### src/sv/byte_credit_inorder_job_window_assert.svh
// ----------------------------------------------------------------------------
// Job window assertion macros
// Clocked assertion shorthands used by the job window RTL.
// ----------------------------------------------------------------------------
`ifndef BYTE_CREDIT_INORDER_JOB_WINDOW_ASSERT_SVH
`define BYTE_CREDIT_INORDER_JOB_WINDOW_ASSERT_SVH

// checked only out of reset
`define BCIW_ASSERT(lbl, prop, msg) \
  lbl: assert property (@(posedge clk) disable iff (!rst_n) prop) else $error(msg);

// checked during reset as well
`define BCIW_ASSERT_RST(lbl, prop, msg) \
  lbl: assert property (@(posedge clk) prop) else $error(msg);

`endif

### src/sv/bciw_pkg.sv
// ----------------------------------------------------------------------------
// Job window package
// Opcodes, status codes and the memory control word.
// ----------------------------------------------------------------------------
package bciw_pkg;

  localparam int COST_W = 48;

  localparam logic [1:0] OP_ENQ   = 2'd0;
  localparam logic [1:0] OP_ISSUE = 2'd1;
  localparam logic [1:0] OP_DONE  = 2'd2;
  localparam logic [1:0] OP_POP   = 2'd3;

  localparam logic [2:0] ST_OK   = 3'd0;
  localparam logic [2:0] ST_WAIT = 3'd1;
  localparam logic [2:0] ST_NONE = 3'd2;
  localparam logic [2:0] ST_REJ  = 3'd3;
  localparam logic [2:0] ST_INV  = 3'd4;

  localparam logic CFG_WORKERS = 1'b0;
  localparam logic CFG_LIMIT   = 1'b1;

  typedef struct packed {
    logic cost_we;
    logic done_we;
    logic done_wbit;
  } mem_ctl_t;

endpackage

### src/sv/bciw_mem.sv
// ----------------------------------------------------------------------------
// Job window tables
// Cost and done-flag memories, one write and one registered read each.
// ----------------------------------------------------------------------------
module bciw_mem #(
  parameter int DEPTH = 64,
  parameter int AW    = 6
) (
  input  logic                      clk,
  input  bciw_pkg::mem_ctl_t        ctl,
  input  logic [AW-1:0]             cost_waddr,
  input  logic [bciw_pkg::COST_W-1:0] cost_wdata,
  input  logic [AW-1:0]             done_waddr,
  input  logic [AW-1:0]             cost_raddr,
  input  logic [AW-1:0]             done_raddr,
  output logic [bciw_pkg::COST_W-1:0] cost_rdata,
  output logic                      done_rdata
);
  import bciw_pkg::*;

  logic [COST_W-1:0] cost_mem [DEPTH];
  logic              done_mem [DEPTH];

  always_ff @(posedge clk) begin
    if (ctl.cost_we) begin
      cost_mem[cost_waddr] <= cost_wdata;
    end
    cost_rdata <= cost_mem[cost_raddr];
  end

  always_ff @(posedge clk) begin
    if (ctl.done_we) begin
      done_mem[done_waddr] <= ctl.done_wbit;
    end
    done_rdata <= done_mem[done_raddr];
  end

endmodule

### src/sv/byte_credit_inorder_job_window.sv
// ----------------------------------------------------------------------------
// Byte credit in-order job window
// Each word is accepted in idle, then handled in the execute state after the table read.
// Result strobes in the cycle after execute; a new word is taken while it shows.
// Busy is held during execute, so a new word is taken only once the last has executed.
// Sync reset clears pointers, totals, peaks and done tracking; tables unset.
// ----------------------------------------------------------------------------
module byte_credit_inorder_job_window #(
  parameter int JOB_DEPTH   = 64,
  parameter int MAX_WORKERS = 8
) (
  input  logic        clk,
  input  logic        rst_n,
  input  logic        start,
  output logic        busy,
  input  logic [1:0]  in_opcode,
  input  logic [47:0] in_job_cost,
  input  logic [5:0]  in_job_slot,
  output logic        out_valid,
  output logic [2:0]  out_status,
  output logic [5:0]  out_granted_slot,
  output logic [47:0] out_bytes_reserved,
  output logic [6:0]  out_in_flight,
  output logic        out_front_ready,
  output logic [47:0] out_peak_bytes,
  output logic [6:0]  out_peak_in_flight,
  input  logic        cfg_we,
  input  logic        cfg_index,
  input  logic [47:0] cfg_wdata
);
  import bciw_pkg::*;

  localparam int AW   = $clog2(JOB_DEPTH);
  localparam int PW   = $clog2(JOB_DEPTH + 1);
  localparam int EW   = (PW > 7) ? PW : 7;
  localparam int CMPW = (PW > 6) ? PW : 6;

  localparam logic S_IDLE = 1'b0;
  localparam logic S_EXEC = 1'b1;

  logic state_r, state_nxt;

  logic [3:0]        worker_r;
  logic [COST_W-1:0] limit_r;

  logic [1:0]        op_r;
  logic [COST_W-1:0] cost_r;
  logic [5:0]        slot_r;

  logic [PW-1:0]     loaded_r, loaded_nxt;
  logic [PW-1:0]     issue_r, issue_nxt;
  logic [PW-1:0]     retire_r, retire_nxt;
  logic [COST_W-1:0] reserved_r, reserved_nxt;
  logic [COST_W-1:0] peak_r, peak_nxt;
  logic [PW-1:0]     peak_out_r, peak_out_nxt;
  logic              front_done_r, front_done_nxt;

  logic              out_valid_r;
  logic [2:0]        status_r, status_nxt;
  logic [5:0]        granted_r;
  logic [AW-1:0]     granted_nxt;
  logic [COST_W-1:0] out_res_r;
  logic [6:0]        out_fly_r;
  logic              out_front_r;
  logic [COST_W-1:0] out_peak_r;
  logic [6:0]        out_peak_fly_r;

  mem_ctl_t          mctl;
  logic [AW-1:0]     done_waddr;
  logic [AW-1:0]     cost_raddr;
  logic [AW-1:0]     done_raddr;
  logic [COST_W-1:0] cost_rdata;
  logic              done_rdata;

  logic              accept;
  logic [PW-1:0]     retire_inc;
  logic [15:0]       slot_wide;
  logic [CMPW-1:0]   slot_cmp;
  logic [EW-1:0]     wc, eff;
  logic [EW:0]       window, outst;
  logic [COST_W:0]   sum_res;
  logic              fits;
  logic [PW-1:0]     fly_nxt;
  logic [15:0]       fly_wide, peak_fly_wide, granted_wide;

  assign busy   = (state_r == S_EXEC) || !rst_n;
  assign accept = start && !busy;

  assign retire_inc = retire_r + PW'(1);
  assign slot_wide  = 16'(slot_r);
  assign slot_cmp   = CMPW'(slot_r);

  assign cost_raddr = (in_opcode == OP_ISSUE) ? issue_r[AW-1:0] : retire_r[AW-1:0];
  assign done_raddr = retire_inc[AW-1:0];
  assign done_waddr = (op_r == OP_ENQ) ? loaded_r[AW-1:0] : slot_wide[AW-1:0];

  bciw_mem #(.DEPTH(JOB_DEPTH), .AW(AW)) u_mem (
    .clk        (clk),
    .ctl        (mctl),
    .cost_waddr (loaded_r[AW-1:0]),
    .cost_wdata (cost_r),
    .done_waddr (done_waddr),
    .cost_raddr (cost_raddr),
    .done_raddr (done_raddr),
    .cost_rdata (cost_rdata),
    .done_rdata (done_rdata)
  );

  always_comb begin
    wc = EW'(worker_r);
    if (wc == '0) begin
      wc = EW'(1);
    end
    if (wc > EW'(MAX_WORKERS)) begin
      wc = EW'(MAX_WORKERS);
    end
    eff = (wc > EW'(loaded_r)) ? EW'(loaded_r) : wc;
  end

  assign window  = {eff, 1'b0};
  assign outst   = (EW + 1)'(issue_r - retire_r);
  assign sum_res = {1'b0, reserved_r} + {1'b0, cost_rdata};
  assign fits    = (cost_rdata == '0) || (sum_res <= {1'b0, limit_r});

  always_comb begin
    state_nxt      = state_r;
    loaded_nxt     = loaded_r;
    issue_nxt      = issue_r;
    retire_nxt     = retire_r;
    reserved_nxt   = reserved_r;
    peak_nxt       = peak_r;
    peak_out_nxt   = peak_out_r;
    front_done_nxt = front_done_r;
    status_nxt     = ST_OK;
    granted_nxt    = '0;
    mctl           = '0;
    case (state_r)
      S_IDLE: begin
        if (accept) begin
          state_nxt = S_EXEC;
        end
      end
      S_EXEC: begin
        state_nxt = S_IDLE;
        case (op_r)
          OP_ENQ: begin
            if (cost_r > limit_r || loaded_r == PW'(JOB_DEPTH)) begin
              status_nxt = ST_REJ;
            end else begin
              mctl.cost_we  = 1'b1;
              mctl.done_we  = 1'b1;
              mctl.done_wbit = 1'b0;
              granted_nxt   = loaded_r[AW-1:0];
              loaded_nxt    = loaded_r + PW'(1);
              if (retire_r == loaded_r) begin
                front_done_nxt = 1'b0;
              end
            end
          end
          OP_ISSUE: begin
            if (issue_r >= loaded_r) begin
              status_nxt = ST_NONE;
            end else if (outst < window && fits) begin
              granted_nxt  = issue_r[AW-1:0];
              issue_nxt    = issue_r + PW'(1);
              reserved_nxt = sum_res[COST_W-1:0];
              if (sum_res[COST_W-1:0] > peak_r) begin
                peak_nxt = sum_res[COST_W-1:0];
              end
              if (issue_nxt - retire_r > peak_out_r) begin
                peak_out_nxt = issue_nxt - retire_r;
              end
            end else begin
              status_nxt = ST_WAIT;
            end
          end
          OP_DONE: begin
            if (slot_cmp < CMPW'(retire_r) || slot_cmp >= CMPW'(issue_r)) begin
              status_nxt = ST_INV;
            end else begin
              mctl.done_we   = 1'b1;
              mctl.done_wbit = 1'b1;
              granted_nxt    = slot_wide[AW-1:0];
              if (slot_cmp == CMPW'(retire_r)) begin
                front_done_nxt = 1'b1;
              end
            end
          end
          OP_POP: begin
            if (retire_r >= loaded_r || !front_done_r) begin
              status_nxt = ST_INV;
            end else begin
              reserved_nxt   = (reserved_r >= cost_rdata) ? reserved_r - cost_rdata : '0;
              granted_nxt    = retire_r[AW-1:0];
              retire_nxt     = retire_inc;
              front_done_nxt = done_rdata;
            end
          end
          default: begin
            status_nxt = ST_INV;
          end
        endcase
      end
      default: begin
        state_nxt = S_IDLE;
      end
    endcase
  end

  assign fly_nxt       = issue_nxt - retire_nxt;
  assign fly_wide      = 16'(fly_nxt);
  assign peak_fly_wide = 16'(peak_out_nxt);
  assign granted_wide  = 16'(granted_nxt);

  always_ff @(posedge clk) begin
    if (!rst_n) begin
      state_r      <= S_IDLE;
      worker_r     <= 4'd1;
      limit_r      <= 48'd1073741824;
      loaded_r     <= '0;
      issue_r      <= '0;
      retire_r     <= '0;
      reserved_r   <= '0;
      peak_r       <= '0;
      peak_out_r   <= '0;
      front_done_r <= 1'b0;
      out_valid_r  <= 1'b0;
    end else begin
      state_r      <= state_nxt;
      loaded_r     <= loaded_nxt;
      issue_r      <= issue_nxt;
      retire_r     <= retire_nxt;
      reserved_r   <= reserved_nxt;
      peak_r       <= peak_nxt;
      peak_out_r   <= peak_out_nxt;
      front_done_r <= front_done_nxt;
      out_valid_r  <= (state_r == S_EXEC);
      if (cfg_we) begin
        if (cfg_index == CFG_WORKERS) begin
          worker_r <= cfg_wdata[3:0];
        end else begin
          limit_r <= cfg_wdata;
        end
      end
    end
  end

  always_ff @(posedge clk) begin
    if (accept) begin
      op_r   <= in_opcode;
      cost_r <= in_job_cost;
      slot_r <= in_job_slot;
    end
    if (state_r == S_EXEC) begin
      status_r       <= status_nxt;
      granted_r      <= granted_wide[5:0];
      out_res_r      <= reserved_nxt;
      out_fly_r      <= fly_wide[6:0];
      out_front_r    <= (retire_nxt < loaded_nxt) && front_done_nxt;
      out_peak_r     <= peak_nxt;
      out_peak_fly_r <= peak_fly_wide[6:0];
    end
  end

  assign out_valid          = out_valid_r;
  assign out_status         = status_r;
  assign out_granted_slot   = granted_r;
  assign out_bytes_reserved = out_res_r;
  assign out_in_flight      = out_fly_r;
  assign out_front_ready    = out_front_r;
  assign out_peak_bytes     = out_peak_r;
  assign out_peak_in_flight = out_peak_fly_r;

`include "byte_credit_inorder_job_window_assert.svh"

  `BCIW_ASSERT(a_ptr_order, (retire_r <= issue_r) && (issue_r <= loaded_r), "pointer order broken")
  `BCIW_ASSERT(a_exec_strobe, (state_r == S_EXEC) |=> out_valid, "execute gave no result")
  `BCIW_ASSERT(a_idle_hold, !busy |=> $stable(reserved_r) && $stable(retire_r), "state moved while idle")
  `BCIW_ASSERT(a_peak_fly, peak_out_r >= issue_r - retire_r, "peak outstanding below current")
  `BCIW_ASSERT_RST(a_rst_quiet, !rst_n |=> !out_valid && !front_done_r, "reset left a result")

endmodule

### config.mk
export PLATFORM = sky130hd
export DESIGN_NAME = byte_credit_inorder_job_window
export DESIGN_NICKNAME = d
export VERILOG_FILES = /design/src/sv/bciw_pkg.sv /design/src/sv/bciw_mem.sv /design/src/sv/byte_credit_inorder_job_window.sv
export VERILOG_INCLUDE_DIRS = /design/src /design/src/sv
export SDC_FILE = /design/constraint.sdc
export NUM_CORES = 2
export LEC_CHECK = 0
export BUFFER_PORTS_ARGS = -buffer_cell sky130_fd_sc_hd__buf_4
export CORE_MARGIN = 1.5
export CORE_UTILIZATION = 45
export CTS_CLUSTER_DIAMETER = 150
export DETAILED_ROUTE_END_ITERATION = 7
export PLACE_DENSITY = 0.7
export RECOVER_POWER = 25
export SLEW_MARGIN = 20
export SYNTH_ARGS = -nofsm -noshare
export SYNTH_HDL_FRONTEND = slang
export SYNTH_SLANG_ARGS = --single-unit
### constraint.sdc
create_clock -name clk -period 21.4 [get_ports clk]
set_input_delay 3.21 -clock clk [delete_from_list [all_inputs] [get_ports clk]]
set_output_delay 3.21 -clock clk [all_outputs]
set_load 0.01 [all_outputs]
==> qor.txt <==
Final WS setup: 12.46 ns
Yosys top cell by area: edfxtp_1
register area share after synthesis: 71.0%
YS warnings: 0
Core Area: 0.324 mm^2
mux cell area share after synthesis: 12.8%
Peak Freq: 112 MHz
Fin Setup TNS: 0 ns
DR pass1 iterations: 8
Post-Synthesis Cells: 8378
CP endpoint: u_mem.cost_rdata[5]
DP HPWL: 242 mm
Hold Fails Final Rpt: 0
ys async rst share: 0%
fraction of the mapped netlist area in compound gates: 5.76%
First DRT Iteration DRCs: 11400
most common cell in the netlist: edfxtp_1
startpoint types: primary input
commonest cells in the netlist: edfxtp_1 (3312), mux4_2 (788), nand2_1 (636), a21oi_1 (354), clkbuf_1 (319)
CP dominant cell by count: buf_4
Worst-Margin Slew: 3.34 ns
skew final: 0.0845 ns
vias in the first global route: 82400
Syn Std Cell Area: 0.146 mm^2
H-tree Lvls: 5
deepest clock path buffer count: 4
Die Footprint: 0.329 mm^2
I/O pin count: 231
flip-flop and latch count after synthesis: 3540
FF-to-FF End: u_mem.cost_mem[59][7]
Top FF cell, synth: edfxtp_1
Post-Synth XOR/XNOR Area: 0.757%
Final GP Congestion: 0.959
worst r2r src: cost_r[47]
RSZ-0062 raised after global routing: false
footprint of the multi-input gates: 0.0404 mm^2
simple-gate share of the synthesized area: 5.02%
PD cells: 84.8 mW/mm^2
Final setup viols: 0
die width: 573 um
relative slew slack: -123%
port buffer count: 230
Final ANT Viol Nets: 0
P&R area growth vs syn: 13.2%
main combinational cell family by area after synthesis: multiplexers
total grt overflow: 0
EDFF count, synth: 3312
CTS clk-pin slew, worst paths: 0.06 ns
fin. max-slew vios: 1726
initial core utilization: 45.2%
status: complete, but fails checks
library cells used by synthesis: 91
Num Clock Sinks: 3540
CP cell instances: buf_4, nor2b_2, buf_4, nor2_1, a21oi_4, buf_4, buf_4, buf_4, buf_4, mux4_2, and2_1, a211oi_1, a31oi_1, a211oi_1, a21oi_1
Post CTS Setup Buffer Count: 0
sequential cell area: 0.104 mm^2
fill cell instance count of the final layout: 25500
reg-to-reg setup timing slack: 12.62 ns
cells on worst reg2reg path: 13
Synth Area in Adders: 2.76%
die height: 573 um
CTS buffer count: 352
DP Worst Slack: 11.63 ns
Largest stage delay, worst path: 1.02 ns
Vias: 83600
leakage: 55.1 nW
first-pass GRT wire length: 593 mm
Worst setup EP type: flop
Synth area leaders: edfxtp_1 (68%), mux4_2 (12%), dfxtp_1 (3.1%), ha_1 (2.7%), nand2_1 (1.6%)
drt wl/cell: 31.1 um
DRC: 81
minimum clock period: 8.94 ns
area fraction of the dominant cell type after synthesis: 67.9%
CP arrival: 9.52 ns
clk root buf: clkbuf_16
initial antenna violation count: 24
VDD IR-drop max: 0.0727 mV
largest net degree at the start of global routing: 166
worst min path class: reg -> reg
Crit Path Max Fanout: 44
hold buffer count at CTS: 0
Post-CTS Resized: 0
DRT Wirelength: 416 mm
CTS tree: built
crit path from: in_opcode[1]
NumNets Final: 9162
Tcrit/Tclk final: 41.8%
DR vias/cell: 6.26
Worst Path Required: 21.98 ns
Syn Area/Cell: 17.5 um^2
Setup CP Type: in -> reg
fraction of layout cells with a size suffix above 1: 21.0%
failing checks: design-rule violations, max-capacitance violations, max-slew violations
CP max-delay cell: a211oi_1
clk_lat worst skew: 0.91 ns
Max Cap Viol: 36
Core Rows: 209
GRT Overall Usage: 24.9%
## routing by layer
metal	up-vias	track usage [%]	share of wire, %
li1	34200	-	-
met1	43600	34.9	39
met2	5121	38.1	45
met3	733	6.73	12
met4	12	7.36	3.1
met5	-	0	0.021
## final cells by class
cell class,instances,share of cell area [%]
Multi-Input combinational cell,4122,24.3
Tap cell,4325,3.26
Inverter,253,0.573
Sequential cell,3540,62.7
Clock inverter,192,1.24
Clock buffer,450,5.72
Timing Repair Buffer,464,2.13
Antenna cell,4,0.00604
## flip-flops by register name (all words and copies together), names as in the netlist, 48 cells and up
register	count
cost_r	48
limit_r	48
out_bytes_reserved	48
out_peak_bytes	48
peak_r	48
reserved_r	48
u_mem.cost_mem	3072
u_mem.cost_rdata	48
u_mem.done_mem	64
## cells in the final DEF, fill, tap and decap left out, types with 24 or more instances in the layout
master     instances
nor2b_1           26
mux4_2           788
clkbuf_1         117
and2_1           299
a31oi_1          118
o21bai_1          30
a21o_1            65
o31ai_1           24
dfxtp_1          228
bufinv_16         38
nand2_1          635
clkinv_1          66
buf_4            406
nand3_1           53
clkinv_2          56
nor3_1            56
nor4_1            28
ha_1             315
xnor2_1          106
o21ai_0          108
clkbuf_16        359
inv_1            247
nand2b_1          24
nor2_1           230
edfxtp_1        3312
o21a_1            27
a221oi_1          26
a21oi_1          347
a211oi_1         247
a311oi_1         102
nor2_4            64
mux2_4            43
nand4_1           56
## kinds of logic (layout without fill, tap and decap cells)
logic type / after synthesis / after routing
AND/OR/NAND/NOR: 1561 / 1561
buffers and inverters: 718 / 1359
adder cells (fa/ha/maj): 320 / 320
multiplexers: 859 / 859
AO/OA/AOI/OAI: 1254 / 1254
XOR/XNOR: 125 / 125
flip-flops: 3540 / 3540
other: 1 / 7
## worst min-delay path by stage
stage	startpoint	cells past startpoint	slack, ns	to
after floorplan	limit_r[10]	2	0.44	limit_r[10]
after global placement	limit_r[24]	2	0.44	limit_r[24]
after detailed placement	limit_r[26]	2	0.45	limit_r[26]
after CTS	limit_r[26]	2	0.46	limit_r[26]
after global routing	limit_r[35]	2	0.47	limit_r[35]
final	limit_r[20]	2	0.46	limit_r[20]
## through the flow
stage          hold WS, ns  total power [mW]  instances  cell area, um^2  util, %
3_5_place_dp         0.447              7.99      12700           154000     47.6
6_report             0.457              14.1      13400           166000     51.2
4_1_cts              0.455              14.1      13300           166000     51.2
5_1_grt              0.472              14.4      13300           166000     51.2
3_3_place_gp         0.443              7.97      12700           154000     47.6
2_1_floorplan        0.436              7.85       8380           146000        -
## worst max-delay path, delay by kind of cell
kind	cells	cell delay, ns
mux	1	0.60
simple gates	3	0.52
buf+inv	6	3.23
compound gates	5	1.82
## power by group
group / total (mW) / internal (mW) / switching [mW]
combinational: 0.267 / 0.0727 / 0.195
clock: 6.22 / 3.60 / 2.62
sequential: 7.58 / 7.56 / 0.0237
total: 14.1 / 11.2 / 2.83
No activity file was read; power rests on OpenSTA's default activity.
